$ cat src/hw/rtl/assert_macros.svh
// Assertion macros shared by the cost grid cell store RTL.
// Needs nothing else; files that assert take it by include.
`ifndef ASSERT_MACROS_SVH
`define ASSERT_MACROS_SVH

// Concurrent assertion on an explicit clock and active-low reset.
`define ASSERT_AT(lbl, clk, rst_n, prop, msg) \
  lbl: assert property (@(posedge clk) disable iff (!rst_n) prop) \
    else $error(msg);

// Concurrent assertion on the house clock clk_i and reset rst_ni.
`define ASSERT_STD(lbl, prop, msg) `ASSERT_AT(lbl, clk_i, rst_ni, prop, msg)

`endif

$ cat src/hw/rtl/cgcs_pkg.sv
// Package for the cost grid cell store: codes, cell word layout and
// controller/datapath command and status structs. Depends on nothing.
`default_nettype none

package cgcs_pkg;

  localparam int MAX_COLUMNS_DEF = 64;
  localparam int MAX_ROWS_DEF    = 64;

  localparam int CNT_W      = 13;
  localparam int CFG_IDX_W  = 1;
  localparam int CFG_DATA_W = 7;

  localparam logic [7:0]            NO_INFO    = 8'hFF;
  localparam logic [CFG_DATA_W-1:0] GRID_RESET = 7'd64;

  // Configuration register indexes
  localparam logic [CFG_IDX_W-1:0] CFG_GRID_WIDTH  = 1'b0;
  localparam logic [CFG_IDX_W-1:0] CFG_GRID_HEIGHT = 1'b1;

  typedef enum logic [2:0] {
    OP_CLEAR_ALL   = 3'd0,
    OP_CLEAR_CELL  = 3'd1,
    OP_SET_PAYLOAD = 3'd2,
    OP_MAX_PAYLOAD = 3'd3,
    OP_SET_WEIGHTS = 3'd4,
    OP_READ        = 3'd5,
    OP_NEIGHBOR    = 3'd6
  } op_e;

  typedef enum logic [2:0] {
    DIR_EAST  = 3'd0,
    DIR_NORTH = 3'd1,
    DIR_WEST  = 3'd2,
    DIR_SOUTH = 3'd3
  } dir_e;

  typedef enum logic [1:0] {
    STAT_OK      = 2'd0,
    STAT_OOB     = 2'd1,
    STAT_BAD_DIR = 2'd2
  } status_e;

  typedef enum logic [1:0] {
    S_INIT,
    S_IDLE,
    S_WIPE,
    S_EXEC
  } state_e;

  // One memory word per cell
  typedef struct packed {
    logic       present;
    logic       has_weights;
    logic [7:0] payload;
    logic [7:0] north;
    logic [7:0] east;
    logic [7:0] south;
    logic [7:0] west;
  } cell_word_t;

  typedef struct packed {
    logic accept;  // latch the input beat and start its cell read
    logic wipe;    // clear one cell at the sweep pointer and advance
    logic commit;  // write back the cell, update counts, load the result
  } ctrl_cmd_t;

  typedef struct packed {
    logic in_clear_all;  // the offered beat is a clear-all
    logic sweep_last;    // sweep pointer sits on the last cell
  } dp_status_t;

endpackage

`default_nettype wire

$ cat src/hw/rtl/cgcs_ctrl.sv
// Controller of the cost grid cell store: sequences accept, execute and
// clearing sweeps. Depends on cgcs_pkg and assert_macros.svh.
`default_nettype none
`include "assert_macros.svh"

module cgcs_ctrl (
  input  wire logic                   clk_i,
  input  wire logic                   rst_ni,
  input  wire logic                   item_valid_i,
  output logic                        item_ready_o,
  output logic                        out_valid_o,
  input  wire logic                   out_ready_i,
  output cgcs_pkg::ctrl_cmd_t         cmd_o,
  input  wire cgcs_pkg::dp_status_t   stat_i
);

  cgcs_pkg::state_e state_q, state_d;
  logic             out_valid_q, out_valid_d;
  logic             slot_free;

  // Result register can take a new beat
  assign slot_free = !out_valid_q || out_ready_i;

  // Next state
  always_comb begin
    state_d = state_q;
    case (state_q)
      cgcs_pkg::S_INIT: begin
        if (stat_i.sweep_last) state_d = cgcs_pkg::S_IDLE;
      end
      cgcs_pkg::S_IDLE: begin
        if (item_valid_i) begin
          state_d = stat_i.in_clear_all ? cgcs_pkg::S_WIPE : cgcs_pkg::S_EXEC;
        end
      end
      cgcs_pkg::S_WIPE: begin
        if (stat_i.sweep_last) state_d = cgcs_pkg::S_EXEC;
      end
      cgcs_pkg::S_EXEC: begin
        if (slot_free) state_d = cgcs_pkg::S_IDLE;
      end
      default: state_d = cgcs_pkg::S_INIT;
    endcase
  end

  // Outputs
  always_comb begin
    cmd_o        = '0;
    item_ready_o = 1'b0;
    case (state_q)
      cgcs_pkg::S_INIT: cmd_o.wipe = 1'b1;
      cgcs_pkg::S_IDLE: begin
        item_ready_o = 1'b1;
        cmd_o.accept = item_valid_i;
      end
      cgcs_pkg::S_WIPE: cmd_o.wipe = 1'b1;
      cgcs_pkg::S_EXEC: cmd_o.commit = slot_free;
      default: cmd_o = '0;
    endcase
  end

  // Hold a result until the sink takes it
  always_comb begin
    if (cmd_o.commit) begin
      out_valid_d = 1'b1;
    end else if (out_ready_i) begin
      out_valid_d = 1'b0;
    end else begin
      out_valid_d = out_valid_q;
    end
  end

  always_ff @(posedge clk_i or negedge rst_ni) begin
    if (!rst_ni) begin
      state_q     <= cgcs_pkg::S_INIT;
      out_valid_q <= 1'b0;
    end else begin
      state_q     <= state_d;
      out_valid_q <= out_valid_d;
    end
  end

  assign out_valid_o = out_valid_q;

  `ASSERT_STD(a_commit_to_idle, cmd_o.commit |=> (state_q == cgcs_pkg::S_IDLE), "commit did not return to idle")
  `ASSERT_STD(a_exec_holds, (state_q == cgcs_pkg::S_EXEC) && !cmd_o.commit |=> (state_q == cgcs_pkg::S_EXEC), "stalled item left execute")
  `ASSERT_STD(a_result_from_exec, $rose(out_valid_q) |-> $past(state_q == cgcs_pkg::S_EXEC), "result appeared outside execute")

endmodule

`default_nettype wire

$ cat config.mk
export PLATFORM = sky130hd
export DESIGN_NAME = cgcs_ctrl
export DESIGN_NICKNAME = d
export VERILOG_FILES = /design/src/hw/rtl/cgcs_pkg.sv /design/src/hw/rtl/cgcs_ctrl.sv
export VERILOG_INCLUDE_DIRS = /design/src /design/src/hw/rtl
export SDC_FILE = /design/constraint.sdc
export NUM_CORES = 1
export LEC_CHECK = 0
export BUFFER_PORTS_ARGS = -buffer_cell sky130_fd_sc_hd__buf_2
export CORE_AREA = 2 2 39 41
export DETAILED_ROUTE_END_ITERATION = 10
export DIE_AREA = 0 0 41 43
export PLACE_DENSITY_LB_ADDON = 0.25
export SETUP_SLACK_MARGIN = 0.3
export SLEW_MARGIN = 20
export SYNTH_ARGS = -nofsm -noshare
export SYNTH_HDL_FRONTEND = slang
export SYNTH_SLANG_ARGS = --single-unit
$ cat constraint.sdc
create_clock -name clk_i -period 4.1 [get_ports clk_i]
set_clock_uncertainty 0.2 [all_clocks]
set_input_delay 0.41 -clock clk_i [delete_from_list [all_inputs] [get_ports clk_i]]
set_output_delay 0.41 -clock clk_i [all_outputs]
set_load 0.02 [all_outputs]
# [After elaboration in Yosys (flattened, before gate mapping)]
# Index checks and enable logic that the tools add are counted.
[op_classes] n_eq_ne=7 n_div=0 muxes=12 n_reduce_logical=6 add_sub_neg=0 shift=0 magnitude_cmp=0 n_bitwise=0 n_mul=0
[ops] operator="two-way mux 2 bit" count=4
[ops] operator="inequality test 2 bit (second input constant)" count=4
[ops] operator="one-hot mux 2 bit (4 select lines)" count=1
[ops] operator="two-way mux 1 bit" count=7
[ops] operator="== test 2 bit (second input constant)" count=2
[ops] operator="AND reduction 4 bit" count=1
[ops] operator="== test 2 x 1 -> 1 bit (second input constant)" count=1
[ops] operator="logical NOT 2 bit" count=1
[ops] operator="nonzero test 2 bit" count=1
[ops] operator="OR reduction 2 bit" count=1
[ops] operator="logical NOT 1 bit" count=1
[ops] operator="logical OR 1 bit" count=1
[totals] mem_bits_ro=0 register_bits=3 n_memories=0 latch_bits=0 mem_bits_rw=0

# [Logic depth before layout (Yosys ltp)]
# Gate-level depths: netlist of the first run.
[logic_depth] word_depth=4 depth_mapped=5 depth_no_buf=5

# [Worst setup path after synthesis of the first run]
# OpenSTA, ideal clock, no wires.
[synth_path] kind="flip-flop to flip-flop" from="reg state_q[1]" to="reg state_q[0]" setup_ps=128 path_buffers=0 path_stages_with_launch=6 t_arrival_ps=1365 slack_ps=2407 path_cell_list="dfrtp_1 > inv_1 > ha_1 > inv_2 > o221ai_2 > mux2_1"
[synth_between] elab_chain_cells=3
[synth_lines] item="start: declaration" line="cgcs_ctrl.sv:17" source="cgcs_pkg::state_e state_q, state_d;"
[synth_lines] item="start signal: assignment" line="cgcs_ctrl.sv:75" source="state_q <= cgcs_pkg::S_INIT;"
[synth_lines] item="start signal: assignment" line="cgcs_ctrl.sv:78" source="state_q <= state_d;"
[synth_lines] item="== test 2 bit, or another cell as far along" line="cgcs_ctrl.sv:27" source="case (state_q)"
[synth_lines] item="inequality test 2 bit (no line)"
[synth_lines] item="AND reduction 4 bit (no line)"
# Several ways; a longest one is shown, not always the timed one.
# A chain may end at the register's enable or synchronous reset.

==> results of run 1 <==
==> layout by cell type, fill, tap and decap left out, drive strengths merged <==
cell type	synthesis	routed
and2	2	2
buf	1	10
clkbuf	0	4
clkinv	1	1
dfrtp	3	3
dlygate4sd3	0	1
ha	5	5
inv	4	4
mux2	2	2
nand2	1	1
nand2b	1	1
o211ai	1	1
o21bai	1	1
o221ai	1	1
or2	1	1
==> worst paths after layout <==
check	start	to	slack (ns)
hold reg to reg	out_valid_o$_DFFE_PN0P_	out_valid_o$_DFFE_PN0P_	0.34
max in group asynchronous	rst_ni	state_q[0]$_DFFE_PN0P_	3.28
hold / removal	out_ready_i	out_valid_o$_DFFE_PN0P_	0.27
min in group asynchronous	rst_ni	out_valid_o$_DFFE_PN0P_	0.31
setup reg to reg	state_q[1]$_DFFE_PN0P_	state_q[1]$_DFFE_PN0P_	2.45
setup / recovery	state_q[0]$_DFFE_PN0P_	cmd_o[1]	2.20
==> cell families (layout without fill, tap and decap cells) <==
kind of cell | count (synthesis) | after routing
multiplexers | 2 | 2
adder cells (fa/ha/maj) | 5 | 5
flip-flops | 3 | 3
AO/OA/AOI/OAI | 3 | 3
buffers and inverters | 6 | 20
AND/OR/NAND/NOR | 5 | 5
==> per-layer routing <==
| metal | GRT usage | vias up | share of wire |
|---|---|---|---|
| li1 | - | 105 | - |
| met1 | 0.0584 | 98 | 0.33 |
| met2 | 0.109 | 5 | 0.58 |
| met3 | 0.0471 | 0 | 0.087 |
| met4 | 0.0200 | 0 | 0 |
| met5 | 0 | - | 0 |
==> power breakdown <==
group          internal, W  switching (W)
Clock            0.0000365      0.0000148
Sequential       0.0000462      0.0000173
Combinational    0.0000738      0.0000953
==> flip-flops by register name, indices dropped and copies added (netlist names) <==
| register | cells |
|---|---|
| state_q | 2 |
| out_valid_o | 1 |
==> worst register-to-register path: cells and delay by family (launching register included) <==
kind                       cells  cell delay (ns)
adders and majority gates      1             0.19
AOI/OAI and AO/OA              1             0.22
DFF                            1             0.42
muxes                          1             0.35
buffers and inverters          2             0.15
==> stage by stage <==
| stage | setup slack (ns) | cells |
|---|---|---|
| CTS | 2.18 | 54 |
| finish | 2.20 | 54 |
| detailed placement | 2.42 | 49 |
| global route | 2.11 | 54 |
| floorplan | 2.41 | 24 |
| global placement | 2.42 | 49 |
==> cell type report <==
type                            count  area [um^2]
Clock buffer                        4         26.3
Fill cell                         166         1030
Inverter                            5         18.8
Multi-Input combinational cell     15          155
Sequential cell                     3         75.1
Tap cell                           16         20.0
Timing Repair Buffer               11         60.1
==> repair_timing <==
action	in CTS	in global routing
hold endpoints to repair	3	0
setup endpoints to repair	0	0
hold buffers	1	0
==> results.yml, run 1 <==
status:
  status: "complete, no violations"
sta:
  setup_viol: 0
  maxSlewViolCount: 0
  finalHoldViolCount: 0
  whs_ns: 0.267
  min_period_ns: 1.90
  worst_pin_slew_ns: 0.203
  slew-limit-headroom: 0.864
  rsz0062_at_grt: "false"
  post-route-period-util: 0.464
  fin_setup_tns_ns: 0
  max_freq_ghz: 0.525
route:
  vias: 208
  routed_wl_um: 435
  postRouteAntennaNets: 0
  first_iter_violations: 2
  firstDrtPassIters: 2
  drc: 0
  wl_per_cell_um: 8.06
  viasPerCell: 3.85
cells_and_area:
  drive_gt1_frac: 0.447
  diodes: 0
  final_cell_area_um2: 355
  layout.nets: 50
  postLayoutCoreUtil: 0.257
  area_growth_pct: 38.5
clock_tree:
  ctsRootBufferMaster: "clkbuf_4"
  cts_tree: "done"
  htreeDepth: 1
  clkSinkCount: 3
  clk_latency_ns: 0.23
  tritoncts.num_buffers: 3
  cts_resized: 0
  postCtsSetupRepairBufs: 0
  max-clock-path-buffers: 2
  clkTransAtPathRegs_ns: 0.04
worst_hold_path:
  hp-class: "in2reg"
  min_path_cells: 3
setup_path:
  cp.arrival_ns: 1.29
  slowest_delay_ns: 0.38
  path_buf_inv: 2
  crit_path_end_kind: "output pin"
  r2r.worst_path.cells: 5
  required_ns: 3.49
  crit_family: "flip-flops"
  worstPathCellList: "inv_1, ha_1, or2_1, buf_2"
  cp-start-kind: "flip-flop"
  slowest_stage: "dfrtp_1"
  critical_path_class: "reg2out"
  cp.depth: 4
  crit_fanout: 4
pwr:
  p_leak_nw: 0.189
  finalPower_w: 0.000284
  peakVddDrop_mv: 0.175
  cellPowerDensity_nw_per_um2: 799
synthesis:
  yosys.area.top_type_share: 0.293
  ys_seq_elements: 3
  synthTopCellsByCount: "ha_1, dfrtp_1, inv_1"
  synthTopCellsByArea: "dfrtp_1, ha_1, mux2_1"
  synth_top_family_by_area: "adder cells"
  muxShareOfSynthArea: 0.0878
  netlist_instances: 24
  synth-simple-area-share: 0.141
  async_flop_share: 1.00
  synth_area_leader_cell: "dfrtp_1"
  synth_fp_nets: 35
  synth_most_common_cell: "ha_1"
  synth_xor_area_frac: 0
  syn_area_um2: 256
  synth-seq-area-share: 0.293
  synthFlopType: "dfrtp_1"
  synth-compound-area-share: 0.132
  yosysWarnings: 0
  synth-edff-count: 0
  avgSynthCellArea_um2: 10.7
  synth_fa_ha_area_frac: 0.244
  ys_types: 14
floorplan:
  coreArea_um2: 1380
  start_util: 0.185
  rows: 14
  io_pins: 11
  die_area_um2: 1760
  dieHeight_um: 43
  die_w_um: 41
run:
  maxCapViolCount: 0
placement:
  gp_congestion: 0.615
  postPlaceCellArea_um2: 319
  dp_hpwl_um: 346
  port_buffers: 10
grt:
  antenna_found_initial: 0
  grt_pass1_wl_um: 731
  grt_pass1_vias: 203
  grt_max_degree: 6
  overflow: 0
  grt_usage: 0.0655
(Power assumes the default switching activity.)
==> run 2, diff against run 1 <==
==> constraint.sdc (replaced) <==
create_clock -name clk_i -period 1.76 [get_ports clk_i]
set_clock_uncertainty 0.2 [all_clocks]
set_input_delay 0.176 -clock clk_i [delete_from_list [all_inputs] [get_ports clk_i]]
set_output_delay 0.176 -clock clk_i [all_outputs]
set_load 0.02 [all_outputs]
==> results.yml, run 2 (same netlist as run 1, synthesis figures left out) <==
setup_path:
  critical_path_class: "reg2reg"
  crit-reg2reg-launch: "state_q[0]$_DFFE_PN0P_"
  cp-start-kind: "flip-flop"
  cp.depth: 5
  crit_fanout: 4
  path_buf_inv: 1
  crit_path_end_kind: "flip-flop"
  r2r.worst_path.cells: 5
  worstPathCellList: "inv_4, ha_2, o21bai_2, o221ai_4, mux2_1"
  rrSetupSlack_ns: 0.15
  rr_endpoint: "state_q[1]$_DFFE_PN0P_"
  required_ns: 1.66
  slowest_stage: "dfrtp_2"
  slowest_delay_ns: 0.41
  cp.arrival_ns: 1.51
  crit_family: "flip-flops"
pwr:
  finalPower_w: 0.000883
  peakVddDrop_mv: 0.622
  cellPowerDensity_nw_per_um2: 1990
  p_leak_nw: 0.206
sta:
  slew-limit-headroom: 0.864
  rsz0062_at_grt: "true"
  whs_ns: 0.0389
  maxSlewViolCount: 0
  worst_pin_slew_ns: 0.204
  max_freq_ghz: 0.621
  min_period_ns: 1.61
  setup_viol: 0
  finalHoldViolCount: 0
  post-route-period-util: 0.915
  fin_setup_tns_ns: 0
clock_tree:
  clkSinkCount: 3
  clk_latency_ns: 0.23
  htreeDepth: 1
  ctsRootBufferMaster: "clkbuf_4"
  clkTransAtPathRegs_ns: 0.04
  cts_tree: "done"
  tritoncts.num_buffers: 3
  max-clock-path-buffers: 2
cells_and_area:
  n_fill_cell: 156
  layout_common_cells: "buf_2, buf_6, clkbuf_4"
  layout.nets: 52
  drive_gt1_frac: 0.700
  largest_reg_flops: 2
  postLayoutCoreUtil: 0.320
  area_growth_pct: 72.7
  top_register: "state_q"
  layout_commonest_cell: "buf_2"
  diodes: 0
floorplan:
  dieHeight_um: 43
  die_w_um: 41
  rows: 14
  die_area_um2: 1760
  start_util: 0.185
  io_pins: 11
  coreArea_um2: 1380
route:
  routed_wl_um: 503
  drc: 0
  firstDrtPassIters: 1
  first_iter_violations: 0
  postRouteAntennaNets: 0
  vias: 218
  wl_per_cell_um: 8.98
  viasPerCell: 3.89
status:
  status: "complete, no violations"
worst_hold_path:
  min_path_cells: 3
  hp-class: "in2reg"
  hold_path_end: "out_valid_o$_DFFE_PN0P_"
  min-delay-start: "out_ready_i"
grt:
  overflow: 0
  grt_max_degree: 6
  antenna_found_initial: 0
  grt_pass1_vias: 240
  grt_pass1_wl_um: 897
  grt_usage: 0.0825
placement:
  gp_congestion: 0.625
  dp_hpwl_um: 387
  port_buffers: 10
run:
  maxCapViolCount: 0
==> run 2: layout make-up <==
type,instances,area (um^2),share of cell area
Tap cell,16,20.0,0.0452
Sequential cell,3,77.6,0.175
Timing Repair Buffer,13,97.6,0.220
Inverter,5,21.3,0.0480
Clock buffer,4,26.3,0.0593
Multi-Input combinational cell,15,200,0.452
==> run 2: how the worst max path moves through the flow <==
stage | end | startpoint
2_1_floorplan | state_q[0]$_DFFE_PN0P_ | state_q[1]$_DFFE_PN0P_
4_1_cts | cmd_o[1] | state_q[1]$_DFFE_PN0P_
6_report | state_q[1]$_DFFE_PN0P_ | state_q[0]$_DFFE_PN0P_
3_5_place_dp | state_q[1]$_DFFE_PN0P_ | state_q[0]$_DFFE_PN0P_
5_1_grt | state_q[1]$_DFFE_PN0P_ | state_q[0]$_DFFE_PN0P_
3_3_place_gp | state_q[0]$_DFFE_PN0P_ | state_q[0]$_DFFE_PN0P_
==> run 2: stage by stage <==
stage,instance area [um^2],worst slack [ns],std cells
2_1_floorplan,274,0.228,24
3_3_place_gp,337,0.129,49
3_5_place_dp,337,0.111,49
4_1_cts,414,0.116,55
5_1_grt,443,0.0910,56
6_report,443,0.149,56
==> run 2: report_power, final <==
part / leakage (nW) / switching (W) / internal (W) / total, W
sequential: 0.0325 / 0.0000493 / 0.000112 / 0.000161
clock: 0.0150 / 0.0000361 / 0.0000850 / 0.000121
combinational: 0.158 / 0.000283 / 0.000317 / 0.000601
==> run 2: worst reg2reg max path, delay by kind of cell, from the launching register on <==
family                     cells  cell delay [ns]
AOI/OAI and AO/OA              2             0.30
adders and majority gates      1             0.18
buffers and inverters          1             0.06
DFF                            1             0.41
muxes                          1             0.33
==> run 2: metal layers <==
layer | part of all wire | up-vias | wire length [um] | GRT usage
li1 | - | 109 | - | -
met1 | 0.36 | 104 | 181 | 0.0744
met2 | 0.59 | 5 | 295 | 0.119
met3 | 0.052 | 0 | 26 | 0.0471
met4 | 0 | 0 | 0 | 0.0800
met5 | 0 | - | 0 | 0
==> run 2: timing repair <==
item | 4_1_cts | 5_1_grt
endpoints found under the setup margin | 5 | 6
cloned | 0 | 0
setup buffers | 1 | 1
hold endpoints to repair | 3 | 0
pin swaps | 0 | 1
hold buffers | 1 | 0
gates resized for setup | 9 | 5
